File: config.mk
export PLATFORM = sky130hd
export DESIGN_NAME = fmap_acc_ram
export DESIGN_NICKNAME = d
export VERILOG_FILES = /design/src/sv/fmap_pkg.sv /design/src/sv/fmap_acc_ram.sv
export SDC_FILE = /design/constraint.sdc
export NUM_CORES = 2
export LEC_CHECK = 0
export ABC_AREA = 0
export BUFFER_PORTS_ARGS = -buffer_cell sky130_fd_sc_hd__buf_2
export CAP_MARGIN = 20
export CORE_UTILIZATION = 25
export DETAILED_ROUTE_END_ITERATION = 10
export PLACE_DENSITY_LB_ADDON = 0.1
export SYNTH_ARGS = -nofsm -noshare
export SYNTH_HDL_FRONTEND = slang
export SYNTH_SLANG_ARGS = --single-unit
File: constraint.sdc
create_clock -name clk -period 3.08 [get_ports clk]
set_input_delay 0.154 -clock clk [delete_from_list [all_inputs] [get_ports clk]]
set_output_delay 0.154 -clock clk [all_outputs]
set_load 0.005 [all_outputs]
File: src/sv/fmap_pkg.sv
// Package for the half-precision multipass average pool.
// Holds payload structs, config codes and half-precision arithmetic functions.
// No dependencies.
package fmap_pkg;

	localparam int DefMaxChannels = 256;
	localparam int CountW = 9;
	localparam int HalfW = 16;
	localparam int CfgIdxW = 2;

	localparam logic [HalfW-1:0] HalfQnan = 16'h7E00;
	localparam logic [CountW-1:0] RstCount = 9'd1;
	localparam logic [HalfW-1:0] RstMin = 16'hFBFF;
	localparam logic [HalfW-1:0] RstMax = 16'h7BFF;

	// configuration register indexes
	localparam logic [CfgIdxW-1:0] CfgChannelCount = 2'd0;
	localparam logic [CfgIdxW-1:0] CfgOutputMin = 2'd1;
	localparam logic [CfgIdxW-1:0] CfgOutputMax = 2'd2;

	// pass kinds
	localparam logic [1:0] ReqFirst = 2'd0;
	localparam logic [1:0] ReqMiddle = 2'd1;
	localparam logic [1:0] ReqLast = 2'd2;
	localparam logic [1:0] ReqNone = 2'd3;

	typedef struct packed {
		logic [1:0] req_type;
		logic [15:0] tap0;
		logic [15:0] tap1;
		logic [15:0] tap2;
		logic [15:0] tap3;
		logic [15:0] tap4;
		logic [15:0] tap5;
		logic [15:0] tap6;
		logic [15:0] tap7;
		logic [15:0] tap8;
		logic [15:0] scale;
	} in_t;

	typedef struct packed {
		logic [15:0] pooled_value;
		logic last_channel;
	} out_t;

	typedef struct packed {
		logic [CountW-1:0] channel_count;
		logic [HalfW-1:0] output_min;
		logic [HalfW-1:0] output_max;
	} cfg_t;

	function automatic logic h_is_nan(logic [15:0] h);
		return (h[14:10] == 5'h1F) && (h[9:0] != 10'd0);
	endfunction

	function automatic logic h_is_inf(logic [15:0] h);
		return h[14:0] == 15'h7C00;
	endfunction

	// round sign * mag * 2^exp2 to half, nearest even
	function automatic logic [15:0] h_pack(logic sign, logic [63:0] mag, int exp2);
		int p;
		int lsb;
		int sh;
		int bexp;
		logic [63:0] q;
		logic [63:0] rem;
		logic [63:0] half;
		logic [15:0] r;
		p = 0;
		q = '0;
		for (int i = 0; i < 64; i++) begin
			if (mag[i]) p = i;
		end
		lsb = p + exp2 - 10;
		if (lsb < -24) lsb = -24;
		sh = lsb - exp2;
		if (sh <= 0) begin
			q = mag << (-sh);
		end else if (sh > 62) begin
			q = '0;
		end else begin
			rem = mag & ((64'd1 << sh) - 64'd1);
			half = 64'd1 << (sh - 1);
			q = mag >> sh;
			if (rem > half || (rem == half && q[0])) q = q + 64'd1;
		end
		if (q >= 64'd2048) begin
			q = q >> 1;
			lsb = lsb + 1;
		end
		bexp = lsb + 25;
		if (mag == 64'd0) r = {sign, 15'd0};
		else if (q < 64'd1024) r = {sign, 5'd0, q[9:0]};
		else if (bexp >= 31) r = {sign, 15'h7C00};
		else r = {sign, 5'(bexp), q[9:0]};
		return r;
	endfunction

	function automatic logic [15:0] h_add(logic [15:0] a, logic [15:0] b);
		logic [63:0] ma;
		logic [63:0] mb;
		int ea;
		int eb;
		logic signed [63:0] va;
		logic signed [63:0] vb;
		logic signed [63:0] s;
		logic [15:0] r;
		ma = (a[14:10] == 5'd0) ? {54'd0, a[9:0]} : {53'd0, 1'b1, a[9:0]};
		mb = (b[14:10] == 5'd0) ? {54'd0, b[9:0]} : {53'd0, 1'b1, b[9:0]};
		ea = (a[14:10] == 5'd0) ? 1 : int'(a[14:10]);
		eb = (b[14:10] == 5'd0) ? 1 : int'(b[14:10]);
		va = $signed(ma << (ea - 1));
		vb = $signed(mb << (eb - 1));
		if (a[15]) va = -va;
		if (b[15]) vb = -vb;
		s = va + vb;
		if (h_is_nan(a) || h_is_nan(b)) r = HalfQnan;
		else if (h_is_inf(a) && h_is_inf(b)) r = (a[15] == b[15]) ? a : HalfQnan;
		else if (h_is_inf(a)) r = a;
		else if (h_is_inf(b)) r = b;
		else if (s == 64'sd0) r = {a[15] & b[15], 15'd0};
		else if (s < 64'sd0) r = h_pack(1'b1, 64'(-s), -24);
		else r = h_pack(1'b0, 64'(s), -24);
		return r;
	endfunction

	function automatic logic [15:0] h_mul(logic [15:0] a, logic [15:0] b);
		logic sign;
		logic [10:0] ma;
		logic [10:0] mb;
		logic [21:0] prod;
		int ea;
		int eb;
		logic za;
		logic zb;
		logic [15:0] r;
		sign = a[15] ^ b[15];
		za = a[14:0] == 15'd0;
		zb = b[14:0] == 15'd0;
		ma = (a[14:10] == 5'd0) ? {1'b0, a[9:0]} : {1'b1, a[9:0]};
		mb = (b[14:10] == 5'd0) ? {1'b0, b[9:0]} : {1'b1, b[9:0]};
		ea = (a[14:10] == 5'd0) ? 1 : int'(a[14:10]);
		eb = (b[14:10] == 5'd0) ? 1 : int'(b[14:10]);
		// full-width significand product
		prod = {11'd0, ma} * {11'd0, mb};
		if (h_is_nan(a) || h_is_nan(b)) r = HalfQnan;
		else if (h_is_inf(a) || h_is_inf(b)) r = (za || zb) ? HalfQnan : {sign, 15'h7C00};
		else if (za || zb) r = {sign, 15'd0};
		else r = h_pack(sign, {42'd0, prod}, ea + eb - 50);
		return r;
	endfunction

	// ordering key; -0 sorts below +0
	function automatic logic signed [16:0] h_key(logic [15:0] h);
		logic signed [16:0] m;
		m = $signed({2'b00, h[14:0]});
		return h[15] ? (-m - 17'sd1) : m;
	endfunction

	function automatic logic [15:0] h_clamp(logic [15:0] v, logic [15:0] lo, logic [15:0] hi);
		logic [15:0] t;
		logic [15:0] r;
		if (h_is_nan(v) || h_is_nan(lo)) t = HalfQnan;
		else t = (h_key(v) >= h_key(lo)) ? v : lo;
		if (h_is_nan(t) || h_is_nan(hi)) r = HalfQnan;
		else r = (h_key(t) <= h_key(hi)) ? t : hi;
		return r;
	endfunction

endpackage

File: src/sv/fmap_acc_ram.sv
// Per-channel accumulator memory: one write port, one registered read port.
// Depends on fmap_pkg.
module fmap_acc_ram import fmap_pkg::*; #(
	parameter int Depth = DefMaxChannels,
	parameter int AddrW = (Depth > 1) ? $clog2(Depth) : 1
) (
	input  logic clk,
	input  logic we,
	input  logic [AddrW-1:0] waddr,
	input  logic [HalfW-1:0] wdata,
	input  logic re,
	input  logic [AddrW-1:0] raddr,
	output logic [HalfW-1:0] rdata
);

	logic [HalfW-1:0] mem [Depth];

	// write back updated sums
	always_ff @(posedge clk) begin
		if (we) mem[waddr] <= wdata;
	end

	// read on transfer, hold otherwise
	always_ff @(posedge clk) begin
		if (re) rdata <= mem[raddr];
	end

endmodule

==> summary.txt <==
Synth
  – Main synth FF type: edfxtp_1
  – Top-area cell type share of the netlist area: 0.777
  – Top cells by instance count after synthesis: 4112 x edfxtp_1, 797 x mux4_2, 565 x mux2i_1
  – Average size of a mapped cell: 21.6 um^2
  – FF+latch count, synth: 4112
  – Synthesized cell area: 0.159 mm^2
  – Post-synth EDFFs: 4112
  – Yosys cell types: 51
  – Top cell type by total area after synthesis: edfxtp_1
  – Syn Nets: 7395
  – Post-synth ARST share: 0
  – YS warnings: 0
  – Sequential area share after synthesis: 0.777
  – Synth top area cells: edfxtp_1 78%, mux4_2 11%, mux2i_1 3.6%, o221ai_1 1.4%, nor2_1 0.72%
  – Count leader, synth: edfxtp_1
  – Syn Inst Count: 7360

Route
  – Remaining DRCs: 0
  – Via count: 80.4k
  – Avg WL per Cell: 31.4 um
  – First-pass DRT Iterations: 5
  – Total wire length: 544000 um
  – DRT iter0 DRCs: 6719
  – Avg Vias per Cell: 4.63
  – Antenna-violating nets left: 0

Final layout
  – Post-route cell area: 0.194 mm^2
  – Layout Nets: 8599
  – Final Instance Count excl. Fillers: 17.4k
  – Synthesis-to-layout area growth: 21.8%
  – Share of cells above drive strength 1: 0.324
  – Fill cells: 61.2k

STA
  – Final Critical Period: 3.06 ns
  – Max transition margin: 0.254
  – RSZ-0062 raised after global routing: false
  – Final Hold Fails: 0
  – Fin crit share: 0.995
  – Measured slew at the worst slew-check pin: 1.12 ns
  – Final Skew: 0.0708 ns
  – Sum Neg Setup Slack: 0 ns
  – Final setup vio count: 0
  – Final Max Tran Viols: 0
  – Fmax: 326 MHz

Worst setup path
  – Slowest-stage cell, CP: o32ai_4
  – CP peak stage delay: 0.63 ns
  – Critical Path AT: 3.79 ns
  – Reg2reg start: mem[63][5]
  – Worst Path Buf+Inv: 0
  – Worst Reg2Reg Path Length in Cells: 5
  – Crit path cell chain: mux4_2, mux4_2, a22o_1, o32ai_4, nor4_1
  – Reg-to-reg critical path endpoint: rdata[5]
  – WS Path Type: register to register
  – Critical Path RT: 3.80 ns
  – Worst setup EP type: register
  – Cell family with the largest share of critical-path delay: compound AO/OA/AOI/OAI gates
  – CP max FO: 1
  – R2R Setup Slk: 0.02 ns
  – CP startpoint kind: register
  – Most used cell, CP: mux4_2

Global route
  – Largest net degree at the start of global routing: 128
  – GRT Overall Usage: 0.167
  – Initial antenna violation count: 49
  – First-pass GRT wire length: 738000 um
  – Remaining Overflow, GRT: 0
  – Vias in the first global route: 83.8k

Floorplan
  – IO Pins: 51
  – Core area: 0.633 mm^2
  – Die width: 799 um
  – Die area: 0.639 mm^2
  – Die Height: 799 um
  – Starting Density: 0.251
  – Site row count: 292

Min path
  – Min-Delay Path Class: input pin to register
  – Worst Hold Path Cells: 2
  – Worst hold endpoint: mem[85][1]
  – Hold Path Origin: wdata[1]

Clock network
  – Total CTS buffers: 468
  – Clock-pin slew on the worst setup and hold paths: 0.05 ns
  – Post-CTS Setup Repair Bufs: 0
  – Root Buffer: clkbuf_16
  – CTS tree: built
  – Sink Count: 4112
  – H-Tree Depth: 5
  – Worst skew pair latency: 1.07 ns
  – Worst-case clock buffer depth: 4

Pwr
  – Pleak: 61.4 nW
  – Maximum vdd drop: 0.507 mV
  – Pwr/cell area: 635 mW/mm^2

Flow run
  – Max cap viols: 0

Placement
  – Number of port buffers: 50
  – Dpl cell area: 0.178 mm^2
  – DP HPWL: 348000 um
  – # placed instances: 16.4k
  – Final RePlAce weighted congestion: 0.799

Status
  – Status: finished clean
-- flip-flops by register name (all words and copies together) (netlist names) --
name / count
mem: 4096
rdata: 16
-- power by group --
part           switching, mW  internal [mW]
sequential             0.126           61.7
combinational           4.49           2.68
clock                   23.2           30.7
total                   27.8           95.1
-- kinds of logic (layout without fill, tap and decap cells) --
| family | after synthesis | after routing | synth area share |
|---|---|---|---|
| AND/OR/NAND/NOR | 556 | 556 | 0.0157 |
| multiplexers | 1450 | 1450 | 0.155 |
| buffers and inverters | 456 | 2045 | 0.0169 |
| AO/OA/AOI/OAI | 786 | 786 | 0.0353 |
| other | 0 | 28 | 0 |
| flip-flops | 4112 | 4112 | 0.777 |
-- cell type report --
class / count / area, um^2 / area share
Antenna cell: 28 / 70.1 / 0.000362
Tap cell: 8379 / 10500 / 0.0542
Multi-Input combinational cell: 2792 / 33400 / 0.173
Inverter: 4 / 27.5 / 0.000142
Sequential cell: 4112 / 123000 / 0.638
Clock buffer: 583 / 12200 / 0.0633
Clock inverter: 272 / 2480 / 0.0128
Timing Repair Buffer: 1186 / 11300 / 0.0583
-- worst max path at each step --
stage | start | endpoint | slack, ns | cells past startpoint
finish | mem[63][5] | rdata[5] | 0.02 | 5
global route | mem[3][2] | rdata[2] | 0.006 | 7
CTS | mem[63][5] | rdata[5] | 0.002 | 5
detailed placement | raddr[0] | rdata[9] | -1.27 | 12
global placement | raddr[1] | rdata[9] | -1.57 | 12
floorplan | raddr[0] | rdata[4] | 0.68 | 8
-- layout by cell type, fill, tap and decap left out, types with 16 or more instances in the layout --
master and instances:
clkinv_2 80, buf_8 18, buf_4 928, clkbuf_16 473, a22oi_1 42, clkbuf_1 110
nor2_2 180, o21ai_0 36, o22ai_1 148, nand4_1 26, a211oi_1 18, dlygate4sd3_1 29
mux2i_1 565, clkinv_1 119, mux4_2 797, nand3_1 26, a221oi_1 26, buf_2 30
nand2_1 37, nor3_1 87, nor4_1 16, buf_12 178, o31ai_1 16, edfxtp_1 4112
nor2_1 123, a22o_1 32, diode_2 28, a21oi_1 175, mux2_2 88, bufinv_16 31
o221ai_1 252
-- repair_timing --
action | 4_1_cts | 5_1_grt
hold endpoints to repair | 3190 | 0
hold buffers | 29 | 0
setup endpoints to repair | 6 | 1
gates resized for setup | 6 | 1
-- stage by stage --
step           setup slack (ns)  hold slack, ns  utilization  total power [mW]
6_report                 0.0159          0.0972        0.306               123
5_1_grt                 0.00575          0.0534        0.306               127
4_1_cts                 0.00250         0.00194        0.306               125
3_5_place_dp              -1.27           0.471        0.282              70.4
3_3_place_gp              -1.57           0.462        0.282              70.3
2_1_floorplan             0.677           0.253            -              66.0
-- per-layer routing --
metal  track usage  up-vias  share of wire
met3        0.0220      590          0.042
met1         0.231    44200           0.45
met4        0.0336        8          0.022
met5             0        -       0.000086
met2         0.281     1784           0.48
li1              -    33800              -
Power figures use the tool's default switching activity.
