File: config.mk
export PLATFORM = sky130hd
export DESIGN_NAME = fmap_chan_ctrl
export DESIGN_NICKNAME = d
export VERILOG_FILES = /design/src/sv/fmap_pkg.sv /design/src/sv/fmap_chan_ctrl.sv
export SDC_FILE = /design/constraint.sdc
export NUM_CORES = 1
export LEC_CHECK = 0
export BUFFER_PORTS_ARGS = -buffer_cell sky130_fd_sc_hd__buf_4
export CORE_MARGIN = 2
export CORE_UTILIZATION = 53
export DETAILED_ROUTE_END_ITERATION = 8
export HOLD_SLACK_MARGIN = 0.1
export PLACE_DENSITY = 0.84
export SKIP_LAST_GASP = 1
export SLEW_MARGIN = 20
export SYNTH_ARGS = -nofsm -noshare
export SYNTH_HDL_FRONTEND = slang
export SYNTH_SLANG_ARGS = --single-unit
File: constraint.sdc
create_clock -name clk -period 4.2 [get_ports clk]
set_input_delay 0.21 -clock clk [delete_from_list [all_inputs] [get_ports clk]]
set_output_delay 0.21 -clock clk [all_outputs]
set_load 0.02 [all_outputs]
File: src/sv/fmap_pkg.sv
// Package for the half-precision multipass average pool.
// Holds payload structs, config codes and half-precision arithmetic functions.
// No dependencies.
package fmap_pkg;

	localparam int DefMaxChannels = 256;
	localparam int CountW = 9;
	localparam int HalfW = 16;
	localparam int CfgIdxW = 2;

	localparam logic [HalfW-1:0] HalfQnan = 16'h7E00;
	localparam logic [CountW-1:0] RstCount = 9'd1;
	localparam logic [HalfW-1:0] RstMin = 16'hFBFF;
	localparam logic [HalfW-1:0] RstMax = 16'h7BFF;

	// configuration register indexes
	localparam logic [CfgIdxW-1:0] CfgChannelCount = 2'd0;
	localparam logic [CfgIdxW-1:0] CfgOutputMin = 2'd1;
	localparam logic [CfgIdxW-1:0] CfgOutputMax = 2'd2;

	// pass kinds
	localparam logic [1:0] ReqFirst = 2'd0;
	localparam logic [1:0] ReqMiddle = 2'd1;
	localparam logic [1:0] ReqLast = 2'd2;
	localparam logic [1:0] ReqNone = 2'd3;

	typedef struct packed {
		logic [1:0] req_type;
		logic [15:0] tap0;
		logic [15:0] tap1;
		logic [15:0] tap2;
		logic [15:0] tap3;
		logic [15:0] tap4;
		logic [15:0] tap5;
		logic [15:0] tap6;
		logic [15:0] tap7;
		logic [15:0] tap8;
		logic [15:0] scale;
	} in_t;

	typedef struct packed {
		logic [15:0] pooled_value;
		logic last_channel;
	} out_t;

	typedef struct packed {
		logic [CountW-1:0] channel_count;
		logic [HalfW-1:0] output_min;
		logic [HalfW-1:0] output_max;
	} cfg_t;

	function automatic logic h_is_nan(logic [15:0] h);
		return (h[14:10] == 5'h1F) && (h[9:0] != 10'd0);
	endfunction

	function automatic logic h_is_inf(logic [15:0] h);
		return h[14:0] == 15'h7C00;
	endfunction

	// round sign * mag * 2^exp2 to half, nearest even
	function automatic logic [15:0] h_pack(logic sign, logic [63:0] mag, int exp2);
		int p;
		int lsb;
		int sh;
		int bexp;
		logic [63:0] q;
		logic [63:0] rem;
		logic [63:0] half;
		logic [15:0] r;
		p = 0;
		q = '0;
		for (int i = 0; i < 64; i++) begin
			if (mag[i]) p = i;
		end
		lsb = p + exp2 - 10;
		if (lsb < -24) lsb = -24;
		sh = lsb - exp2;
		if (sh <= 0) begin
			q = mag << (-sh);
		end else if (sh > 62) begin
			q = '0;
		end else begin
			rem = mag & ((64'd1 << sh) - 64'd1);
			half = 64'd1 << (sh - 1);
			q = mag >> sh;
			if (rem > half || (rem == half && q[0])) q = q + 64'd1;
		end
		if (q >= 64'd2048) begin
			q = q >> 1;
			lsb = lsb + 1;
		end
		bexp = lsb + 25;
		if (mag == 64'd0) r = {sign, 15'd0};
		else if (q < 64'd1024) r = {sign, 5'd0, q[9:0]};
		else if (bexp >= 31) r = {sign, 15'h7C00};
		else r = {sign, 5'(bexp), q[9:0]};
		return r;
	endfunction

	function automatic logic [15:0] h_add(logic [15:0] a, logic [15:0] b);
		logic [63:0] ma;
		logic [63:0] mb;
		int ea;
		int eb;
		logic signed [63:0] va;
		logic signed [63:0] vb;
		logic signed [63:0] s;
		logic [15:0] r;
		ma = (a[14:10] == 5'd0) ? {54'd0, a[9:0]} : {53'd0, 1'b1, a[9:0]};
		mb = (b[14:10] == 5'd0) ? {54'd0, b[9:0]} : {53'd0, 1'b1, b[9:0]};
		ea = (a[14:10] == 5'd0) ? 1 : int'(a[14:10]);
		eb = (b[14:10] == 5'd0) ? 1 : int'(b[14:10]);
		va = $signed(ma << (ea - 1));
		vb = $signed(mb << (eb - 1));
		if (a[15]) va = -va;
		if (b[15]) vb = -vb;
		s = va + vb;
		if (h_is_nan(a) || h_is_nan(b)) r = HalfQnan;
		else if (h_is_inf(a) && h_is_inf(b)) r = (a[15] == b[15]) ? a : HalfQnan;
		else if (h_is_inf(a)) r = a;
		else if (h_is_inf(b)) r = b;
		else if (s == 64'sd0) r = {a[15] & b[15], 15'd0};
		else if (s < 64'sd0) r = h_pack(1'b1, 64'(-s), -24);
		else r = h_pack(1'b0, 64'(s), -24);
		return r;
	endfunction

	function automatic logic [15:0] h_mul(logic [15:0] a, logic [15:0] b);
		logic sign;
		logic [10:0] ma;
		logic [10:0] mb;
		logic [21:0] prod;
		int ea;
		int eb;
		logic za;
		logic zb;
		logic [15:0] r;
		sign = a[15] ^ b[15];
		za = a[14:0] == 15'd0;
		zb = b[14:0] == 15'd0;
		ma = (a[14:10] == 5'd0) ? {1'b0, a[9:0]} : {1'b1, a[9:0]};
		mb = (b[14:10] == 5'd0) ? {1'b0, b[9:0]} : {1'b1, b[9:0]};
		ea = (a[14:10] == 5'd0) ? 1 : int'(a[14:10]);
		eb = (b[14:10] == 5'd0) ? 1 : int'(b[14:10]);
		// full-width significand product
		prod = {11'd0, ma} * {11'd0, mb};
		if (h_is_nan(a) || h_is_nan(b)) r = HalfQnan;
		else if (h_is_inf(a) || h_is_inf(b)) r = (za || zb) ? HalfQnan : {sign, 15'h7C00};
		else if (za || zb) r = {sign, 15'd0};
		else r = h_pack(sign, {42'd0, prod}, ea + eb - 50);
		return r;
	endfunction

	// ordering key; -0 sorts below +0
	function automatic logic signed [16:0] h_key(logic [15:0] h);
		logic signed [16:0] m;
		m = $signed({2'b00, h[14:0]});
		return h[15] ? (-m - 17'sd1) : m;
	endfunction

	function automatic logic [15:0] h_clamp(logic [15:0] v, logic [15:0] lo, logic [15:0] hi);
		logic [15:0] t;
		logic [15:0] r;
		if (h_is_nan(v) || h_is_nan(lo)) t = HalfQnan;
		else t = (h_key(v) >= h_key(lo)) ? v : lo;
		if (h_is_nan(t) || h_is_nan(hi)) r = HalfQnan;
		else r = (h_key(t) <= h_key(hi)) ? t : hi;
		return r;
	endfunction

endpackage

File: src/sv/fmap_chan_ctrl.sv
// Configuration registers and channel position counter.
// Depends on fmap_pkg.
module fmap_chan_ctrl import fmap_pkg::*; #(
	parameter int MaxChannels = DefMaxChannels,
	parameter int PosW = (MaxChannels > 1) ? $clog2(MaxChannels) : 1
) (
	input  logic clk,
	input  logic arst_n,
	input  logic cfg_we,
	input  logic [CfgIdxW-1:0] cfg_index,
	input  logic [HalfW-1:0] cfg_wdata,
	input  logic step,
	output cfg_t cfg,
	output logic [PosW-1:0] pos,
	output logic last
);

	localparam int CntW = $clog2(MaxChannels + 1);
	localparam int ExtW = (CntW > CountW) ? CntW + 1 : CountW + 1;

	cfg_t cfg_q;
	logic [PosW-1:0] pos_q;
	logic [ExtW-1:0] cnt_raw;
	logic [ExtW-1:0] cnt_eff;
	logic [ExtW-1:0] pos_ext;

	assign cfg = cfg_q;

	// take configuration writes
	always_ff @(posedge clk or negedge arst_n) begin
		if (!arst_n) begin
			cfg_q.channel_count <= RstCount;
			cfg_q.output_min <= RstMin;
			cfg_q.output_max <= RstMax;
		end else if (cfg_we) begin
			case (cfg_index)
				CfgChannelCount: cfg_q.channel_count <= cfg_wdata[CountW-1:0];
				CfgOutputMin: cfg_q.output_min <= cfg_wdata;
				CfgOutputMax: cfg_q.output_max <= cfg_wdata;
				default: ;
			endcase
		end
	end

	// clamp count, restart position when beyond it
	always_comb begin
		cnt_raw = ExtW'(cfg_q.channel_count);
		if (cnt_raw == '0) cnt_eff = ExtW'(1);
		else if (cnt_raw > ExtW'(MaxChannels)) cnt_eff = ExtW'(MaxChannels);
		else cnt_eff = cnt_raw;
		pos_ext = (ExtW'(pos_q) >= cnt_eff) ? '0 : ExtW'(pos_q);
		pos = pos_ext[PosW-1:0];
		last = pos_ext == (cnt_eff - ExtW'(1));
	end

	// advance and wrap on each pass
	always_ff @(posedge clk or negedge arst_n) begin
		if (!arst_n) begin
			pos_q <= '0;
		end else if (step) begin
			pos_q <= last ? '0 : PosW'(pos_ext + ExtW'(1));
		end
	end

endmodule
==> impl_metrics.xml, run 1 <==
<?xml version="1.0" encoding="UTF-8"?>
<metrics>
  <group name="status">
    <metric name="status" unit="">finished, final reports clean</metric>
  </group>
  <group name="die">
    <metric name="dieWidth" unit="um">75.53</metric>
    <metric name="fp.coreArea" unit="um^2">5010</metric>
    <metric name="die_height" unit="um">75.53</metric>
    <metric name="floorplan.initialDensity" unit="%">54.12</metric>
    <metric name="floorplan.die_area" unit="um^2">5704</metric>
    <metric name="top_level_ports" unit="">72</metric>
    <metric name="fp-row-count" unit="">26</metric>
  </group>
  <group name="sta">
    <metric name="rsz0062_at_grt" unit="">false</metric>
    <metric name="final-setup-viol-count" unit="">0</metric>
    <metric name="max-slew-margin-rel" unit="%">40.98</metric>
    <metric name="clock-skew-final" unit="ns">0.01133</metric>
    <metric name="min_period" unit="ns">3.738</metric>
    <metric name="timing.final.hold_violations" unit="">0</metric>
    <metric name="worst-slew-pin-transition" unit="ns">0.8826</metric>
    <metric name="totalNegativeSetupSlack" unit="ns">0</metric>
    <metric name="post-route-period-util" unit="%">89.01</metric>
    <metric name="finalWorstSetupSlack" unit="ns">0.4617</metric>
    <metric name="achievable-frequency" unit="GHz">0.2675</metric>
    <metric name="report.final.slew_viol_count" unit="">0</metric>
  </group>
  <group name="placed_design">
    <metric name="dp_hpwl" unit="um">4826</metric>
    <metric name="io_buffers" unit="">71</metric>
    <metric name="placed_cells_incl_taps" unit="">381</metric>
    <metric name="placed_cell_area" unit="um^2">3319</metric>
    <metric name="dp_slack" unit="ns">0.7075</metric>
    <metric name="globalplace.congestion" unit="">0.8988</metric>
  </group>
  <group name="synth">
    <metric name="ys_seq_area_share" unit="%">46.61</metric>
    <metric name="syn_area" unit="um^2">2711</metric>
    <metric name="synth-async-reset-ratio" unit="%">100.0</metric>
    <metric name="synth_enable_flop_cells" unit="">0</metric>
    <metric name="syn_area_per_cell" unit="um^2">11.07</metric>
    <metric name="post_synth_main_area_contributors" unit="">sky130_fd_sc_hd__dfstp_2 29%, sky130_fd_sc_hd__dfrtp_1 18%, sky130_fd_sc_hd__mux2_2 17%, sky130_fd_sc_hd__ha_1 4.6%, sky130_fd_sc_hd__nand2_1 2.4%</metric>
    <metric name="synth-warning-count" unit="">0</metric>
    <metric name="synth_top_area_share" unit="%">29.07</metric>
    <metric name="synth_ff_type" unit="">sky130_fd_sc_hd__dfstp_2</metric>
    <metric name="ys_ff_latch" unit="">49</metric>
    <metric name="post_synth_num_cell_types" unit="">55</metric>
    <metric name="yosysTopAreaCell" unit="">sky130_fd_sc_hd__dfstp_2</metric>
    <metric name="netlist_instances" unit="">245</metric>
    <metric name="synth_nets" unit="">277</metric>
  </group>
  <group name="critical_path">
    <metric name="worst_path_required" unit="ns">3.99</metric>
    <metric name="worst-path-max-fanout" unit="">8</metric>
    <metric name="worst_ep_arrival_time" unit="ns">3.53</metric>
    <metric name="worst_setup_path_end_kind" unit="">output pin</metric>
    <metric name="crit_path_start_kind" unit="">flop</metric>
    <metric name="max_stage_delay_cell_worst_path" unit="">sky130_fd_sc_hd__nor4_1</metric>
    <metric name="critical_path_max_stage_delay" unit="ns">0.58</metric>
    <metric name="worstPathCellList" unit="">nor4_1, a21oi_1, nor2_1, ha_1, nand2b_1, a21oi_1, o211ai_1, nand3_1, a211oi_2, and4_4, buf_4</metric>
    <metric name="critical_path_buf_inv_count" unit="">1</metric>
    <metric name="reg2reg_setup_slack" unit="ns">0.56</metric>
    <metric name="critical_path.most_common_cell" unit="">sky130_fd_sc_hd__a21oi_1</metric>
    <metric name="worst_path_dominant_cell_family" unit="">simple AND/OR/NAND/NOR gates</metric>
    <metric name="path_class" unit="">reg -&gt; out</metric>
  </group>
  <group name="layout">
    <metric name="nNetsFinal" unit="">351</metric>
    <metric name="syn_to_final_growth" unit="%">26.03</metric>
    <metric name="post_route_cells_drive_above_1_share" unit="%">50.31</metric>
    <metric name="layoutNonFillerInstCount" unit="">390</metric>
    <metric name="area_of_the_multi_input_gates" unit="um^2">1375</metric>
    <metric name="final_cell_area" unit="um^2">3417</metric>
    <metric name="ant_diodes" unit="">0</metric>
    <metric name="final.fill_count" unit="">402</metric>
    <metric name="ff_latch_area" unit="um^2">1264</metric>
  </group>
  <group name="pwr">
    <metric name="p_leak" unit="nW">1.497</metric>
    <metric name="power_per_cell_area" unit="nW/um^2">594.8</metric>
    <metric name="vdd_drop_max" unit="V">0.0003456</metric>
  </group>
  <group name="min_path">
    <metric name="classification_of_the_worst_slack_hold_path" unit="">in -&gt; reg</metric>
  </group>
  <group name="cts">
    <metric name="clk-insertion-delay-late" unit="ns">0.31</metric>
    <metric name="clk_root_buffer_cell" unit="">sky130_fd_sc_hd__clkbuf_8</metric>
    <metric name="cts-root-to-sink-buffers" unit="">2</metric>
    <metric name="cts_repair_resize_count" unit="">0</metric>
    <metric name="worst_setup_hold_path_clk_slew" unit="ns">0.09</metric>
    <metric name="cts.sinks" unit="">49</metric>
    <metric name="h_tree_lvl_count" unit="">2</metric>
    <metric name="cts_setup_buffers" unit="">0</metric>
    <metric name="cts_tree" unit="">done</metric>
    <metric name="cts-buffers-inserted" unit="">5</metric>
    <metric name="cts_hold_buffers" unit="">1</metric>
  </group>
  <group name="route">
    <metric name="highest-signal-layer" unit="">met4</metric>
    <metric name="routed-wl-met3" unit="um">460</metric>
    <metric name="drc" unit="">0</metric>
    <metric name="num_vias" unit="">2290</metric>
    <metric name="met1Wirelength" unit="um">2664</metric>
    <metric name="met2_wirelength_from_detailed_routing" unit="um">3202</metric>
    <metric name="drtAntennaViolNets" unit="">0</metric>
    <metric name="routed_wl" unit="um">6431</metric>
    <metric name="final_routed_wire_length_divided_by_cell_count" unit="um">16.49</metric>
    <metric name="drt_pass1_iterations" unit="">4</metric>
    <metric name="drtIter0Drc" unit="">164</metric>
    <metric name="detail_route.vias_per_cell" unit="">5.872</metric>
  </group>
  <group name="grt">
    <metric name="grt.total_usage" unit="%">25.12</metric>
    <metric name="first_global_vias" unit="">2193</metric>
    <metric name="grt_max_degree" unit="">50</metric>
    <metric name="number_of_antenna_violations_at_the_first_check_in_global_routing" unit="">0</metric>
    <metric name="global_route.overflow_total" unit="">0</metric>
    <metric name="wire_length_of_the_first_global_routing_pass" unit="um">10580</metric>
  </group>
  <group name="flow_run">
    <metric name="max-cap-violations" unit="">0</metric>
  </group>
</metrics>
-- synth_stat cells, drive strengths merged (4+ instances only) --
cell type  instances
ha                10
dfrtp             19
o21ai             10
nand3              4
nand2             17
a211oi             5
nor3               8
dfstp             30
o22ai              6
inv               11
clkbuf             6
nor2              17
mux2              40
a21oi              9
-- stage by stage --
| stage | util (%) | power (mW) | hold WS, ns |
|---|---|---|---|
| 2_1_floorplan | - | 1.388 | -0.08559 |
| 3_3_place_gp | 66.26 | 1.711 | 0.2558 |
| 3_5_place_dp | 66.26 | 1.746 | 0.2554 |
| 4_1_cts | 68.21 | 2.031 | 0.1106 |
| 5_1_grt | 68.21 | 2.167 | 0.1171 |
| 6_report | 68.21 | 2.032 | 0.1097 |
-- cell families (layout without fill, tap and decap cells) --
logic type,count (synthesis),after routing,synth area share (%)
adder cells (fa/ha/maj),10,10,4.615
XOR/XNOR,2,2,0.6462
AND/OR/NAND/NOR,72,72,14.26
AO/OA/AOI/OAI,52,52,14.21
buffers and inverters,19,94,2.676
multiplexers,41,41,16.98
flip-flops,49,49,46.61
-- worst paths after layout --
| path | start | endpoint | cells after the start |
|---|---|---|---|
| setup reg to reg | cfg[34] | pos_q[6] | 13 |
| hold / removal | cfg_wdata[6] | cfg[38] | 3 |
| hold reg to reg | cfg[10] | cfg[10] | 1 |
| min in group asynchronous | arst_n | cfg[10] | 2 |
| setup / recovery | cfg[34] | last | 11 |
| max in group asynchronous | arst_n | pos_q[6] | 2 |
-- state kept, by name, summed over array words and instances, names as in the netlist --
register  cells
cfg          41
pos_q         8
-- worst reg2reg max path: cells and delay by family (launching register included) --
| family | cells | cell delay [ns] |
|---|---|---|
| adders and majority gates | 1 | 0.28 |
| buffers and inverters | 1 | 0.08 |
| DFF | 1 | 0.46 |
| AOI/OAI and AO/OA | 6 | 1.39 |
| and+or+nand+nor | 5 | 1.33 |
-- area by class of cell --
cell class	instances	share of cell area, %
multi-input combinational	177	40.24
inverter	12	1.318
clock inverter	2	0.4394
timing repair buffer	74	16.33
tap	70	2.563
sequential	49	36.98
clock buffer	6	2.124
-- layout by cell type, fill, tap and decap left out, drive strengths merged, types with 4 or more instances in the layout --
| cell type | instances |
|---|---|
| a211oi | 5 |
| a21oi | 9 |
| buf | 73 |
| clkbuf | 6 |
| dfrtp | 19 |
| dfstp | 30 |
| ha | 10 |
| inv | 12 |
| mux2 | 40 |
| nand2 | 17 |
| nand3 | 4 |
| nor2 | 17 |
| nor3 | 8 |
| o21ai | 10 |
| o22ai | 6 |
-- per-layer routing --
layer,track usage [%],up-vias
li1,-,1064
met1,32.99,1138
met2,40.39,80
met3,7.407,8
met4,7.797,0
met5,0,-
-- report_power, final --
group          total, mW  internal (mW)  switching (mW)
Clock              0.283          0.119           0.164
Combinational       1.01          0.446           0.569
Sequential         0.735          0.614           0.121
Total               2.03           1.18           0.854
No activity file was read; power rests on OpenSTA's default activity.
==> inputs of run 2 (changes only) <==
CORE_UTILIZATION = 48   (was 53)
PLACE_DENSITY = 0.81   (was 0.84)
SKIP_LAST_GASP = default   (was 1)
TNS_END_PERCENT = 10   (was default)
clock period = 3.05 ns   (was 4.2 ns; I/O delays follow)
==> run 2 against run 1 <==
  * The flow now finishes with violations (negative setup slack)
  * Cell area rose by 15%
  * Routed wire length rose by 15%
  * Clock-buffer cell count did not move
  * Clock power rose by 48%
  * Register-to-register slack got worse by 0.52 ns
  * Non-clock buffer count rose by 39
  * Die area rose by 9.8%
  * Global-route usage fell by 1.3 points
  * Worst hold slack got worse by 0.0036 ns
  * Clock skew fell by 0.0051 ns
  * Flip-flop and latch count did not move
  * Power rose by 58%
  * Critical path type unchanged
  * Highest routed layer unchanged
==> impl_metrics.xml, run 2 (same netlist as run 1, synthesis figures left out) <==
<?xml version="1.0" encoding="UTF-8"?>
<metrics>
  <group name="grt">
    <metric name="first_global_vias" unit="">2429</metric>
    <metric name="grt_max_degree" unit="">50</metric>
    <metric name="grt.total_usage" unit="%">23.82</metric>
    <metric name="global_route.overflow_total" unit="">0</metric>
    <metric name="wire_length_of_the_first_global_routing_pass" unit="um">11760</metric>
    <metric name="number_of_antenna_violations_at_the_first_check_in_global_routing" unit="">0</metric>
  </group>
  <group name="layout">
    <metric name="ant_diodes" unit="">0</metric>
    <metric name="area_of_the_multi_input_gates" unit="um^2">1525</metric>
    <metric name="post_route_cells_drive_above_1_share" unit="%">59.05</metric>
    <metric name="nNetsFinal" unit="">390</metric>
    <metric name="layout.cells.most_common" unit="">sky130_fd_sc_hd__buf_4</metric>
    <metric name="layout.core_utilization" unit="%">71.56</metric>
    <metric name="mostFrequentLayoutCells" unit="">98 x sky130_fd_sc_hd__buf_4, 40 x sky130_fd_sc_hd__mux2_2, 30 x sky130_fd_sc_hd__dfstp_2, 17 x sky130_fd_sc_hd__nand2_1</metric>
    <metric name="final.fill_count" unit="">383</metric>
    <metric name="syn_to_final_growth" unit="%">44.44</metric>
    <metric name="ff_latch_area" unit="um^2">1269</metric>
    <metric name="number_of_flip_flops_in_the_largest_register" unit="">41</metric>
  </group>
  <group name="critical_path">
    <metric name="worst_setup_path_end_kind" unit="">output pin</metric>
    <metric name="worst_ep_arrival_time" unit="ns">2.90</metric>
    <metric name="worst-path-max-fanout" unit="">8</metric>
    <metric name="path_class" unit="">reg -&gt; out</metric>
    <metric name="critical_path_max_stage_delay" unit="ns">0.46</metric>
    <metric name="worst_path_required" unit="ns">2.90</metric>
    <metric name="crit_path_start_kind" unit="">flop</metric>
    <metric name="worst_path_dominant_cell_family" unit="">simple AND/OR/NAND/NOR gates</metric>
    <metric name="worstPathCellList" unit="">nor4_4, a21oi_2, nor2_2, inv_2, ha_4, nor3b_1, o311a_4, and4_1, a32oi_2, nand2_1, and4_4, buf_4</metric>
    <metric name="critical_path_buf_inv_count" unit="">2</metric>
    <metric name="max_stage_delay_cell_worst_path" unit="">sky130_fd_sc_hd__dfrtp_2</metric>
  </group>
  <group name="die">
    <metric name="dieWidth" unit="um">79.16</metric>
    <metric name="top_level_ports" unit="">72</metric>
    <metric name="floorplan.initialDensity" unit="%">49.54</metric>
    <metric name="floorplan.die_area" unit="um^2">6266</metric>
    <metric name="fp-row-count" unit="">27</metric>
    <metric name="fp.coreArea" unit="um^2">5473</metric>
    <metric name="die_height" unit="um">79.16</metric>
  </group>
  <group name="cts">
    <metric name="cts.sinks" unit="">49</metric>
    <metric name="clk_root_buffer_cell" unit="">sky130_fd_sc_hd__clkbuf_8</metric>
    <metric name="h_tree_lvl_count" unit="">2</metric>
    <metric name="worst_setup_hold_path_clk_slew" unit="ns">0.09</metric>
    <metric name="cts-buffers-inserted" unit="">5</metric>
    <metric name="cts-root-to-sink-buffers" unit="">2</metric>
    <metric name="cts_tree" unit="">done</metric>
    <metric name="clk-insertion-delay-late" unit="ns">0.30</metric>
  </group>
  <group name="sta">
    <metric name="max-slew-margin-rel" unit="%">40.31</metric>
    <metric name="timing.final.hold_violations" unit="">0</metric>
    <metric name="rsz0062_at_grt" unit="">true</metric>
    <metric name="min_period" unit="ns">3.052</metric>
    <metric name="achievable-frequency" unit="GHz">0.3276</metric>
    <metric name="final-setup-viol-count" unit="">4</metric>
    <metric name="report.final.slew_viol_count" unit="">0</metric>
    <metric name="worst-slew-pin-transition" unit="ns">0.8927</metric>
    <metric name="totalNegativeSetupSlack" unit="ns">-0.007985</metric>
    <metric name="finalWorstSetupSlack" unit="ns">-0.002192</metric>
    <metric name="clock-skew-final" unit="ns">0.006237</metric>
    <metric name="post-route-period-util" unit="%">100.1</metric>
  </group>
  <group name="min_path">
    <metric name="classification_of_the_worst_slack_hold_path" unit="">in -&gt; reg</metric>
  </group>
  <group name="route">
    <metric name="detail_route.vias_per_cell" unit="">5.761</metric>
    <metric name="final_routed_wire_length_divided_by_cell_count" unit="um">17.16</metric>
    <metric name="routed_wl" unit="um">7395</metric>
    <metric name="drtIter0Drc" unit="">286</metric>
    <metric name="drt_pass1_iterations" unit="">5</metric>
    <metric name="drtAntennaViolNets" unit="">0</metric>
    <metric name="num_vias" unit="">2483</metric>
    <metric name="drc" unit="">0</metric>
  </group>
  <group name="pwr">
    <metric name="power_per_cell_area" unit="nW/um^2">821.5</metric>
    <metric name="vdd_drop_max" unit="V">0.0004802</metric>
    <metric name="p_leak" unit="nW">1.711</metric>
  </group>
  <group name="placed_design">
    <metric name="io_buffers" unit="">71</metric>
    <metric name="dp_hpwl" unit="um">4977</metric>
    <metric name="globalplace.congestion" unit="">0.8729</metric>
  </group>
  <group name="flow_run">
    <metric name="max-cap-violations" unit="">0</metric>
  </group>
  <group name="status">
    <metric name="status" unit="">complete, but fails checks</metric>
    <metric name="failed_checks" unit="">negative setup slack</metric>
  </group>
</metrics>
==> run 2: worst register-to-register path: cells and delay by family (launching register included) <==
family,cells,cell delay [ns]
buf+inv,2,0.18
flops,1,0.46
compound gates,4,0.85
simple gates,7,1.24
fa+ha+maj,1,0.19
==> run 2: final timing paths <==
| path | startpoint | endpoint | slack [ns] | depth (start not counted) |
|---|---|---|---|---|
| max reg2reg | cfg[37] | pos_q[7] | 0.04 | 14 |
| max | cfg[37] | last | -0.002 | 12 |
| max in group asynchronous | arst_n | cfg[37] | 2.18 | 2 |
| min | cfg_wdata[2] | cfg[18] | 0.11 | 2 |
| min reg2reg | cfg[26] | cfg[26] | 0.52 | 1 |
| min in group asynchronous | arst_n | cfg[26] | 0.42 | 2 |
==> run 2: final cells by class <==
type,count,area share [%]
clock buffers,6,2.109
clock inverters,2,0.4473
inverters,12,1.182
multi-input cells,177,38.95
flip-flops and latches,49,32.40
well taps,72,2.300
repair buffers,113,22.62
==> run 2: power by group <==
part / internal [mW] / leakage [nW] / switching (mW) / total [mW]
clock network: 0.189 / 0.0518 / 0.230 / 0.419
logic: 0.838 / 1.12 / 0.970 / 1.81
registers: 0.847 / 0.541 / 0.143 / 0.990
==> run 2: per-layer routing <==
metal  vias to the layer above  share of wire (%)  track usage, %
li1                       1141                  -               -
met3                        14                5.0           4.205
met1                      1223                 44           32.60
met4                         0                1.5           6.552
met5                         -                  0               0
met2                       105                 50           39.07
==> run 2: metrics by stage <==
| stage | hold WS [ns] | worst slack (ns) | instances | total power, mW | instance area, um^2 |
|---|---|---|---|---|---|
| floorplan | -0.1431 | -0.05464 | 245 | 1.960 | 2755 |
| detailed placement | 0.1997 | -0.03470 | 398 | 2.523 | 3476 |
| global placement | 0.2020 | 0.05358 | 398 | 2.485 | 3476 |
| finish | 0.1061 | -0.002192 | 431 | 3.217 | 3916 |
| CTS | 0.1001 | -0.005440 | 428 | 3.033 | 3794 |
| global route | 0.1001 | -0.1338 | 431 | 3.406 | 3916 |
==> run 2: what timing repair did <==
item / 4_1_cts / 5_1_grt
buffers inserted: 8 / 2
gates cloned: 0 / 0
endpoints found under the setup margin: 5 / 15
pin swaps: 8 / 5
endpoints found under the hold margin: 45 / 2
gates resized for setup: 4 / 20
hold buffers: 14 / 1
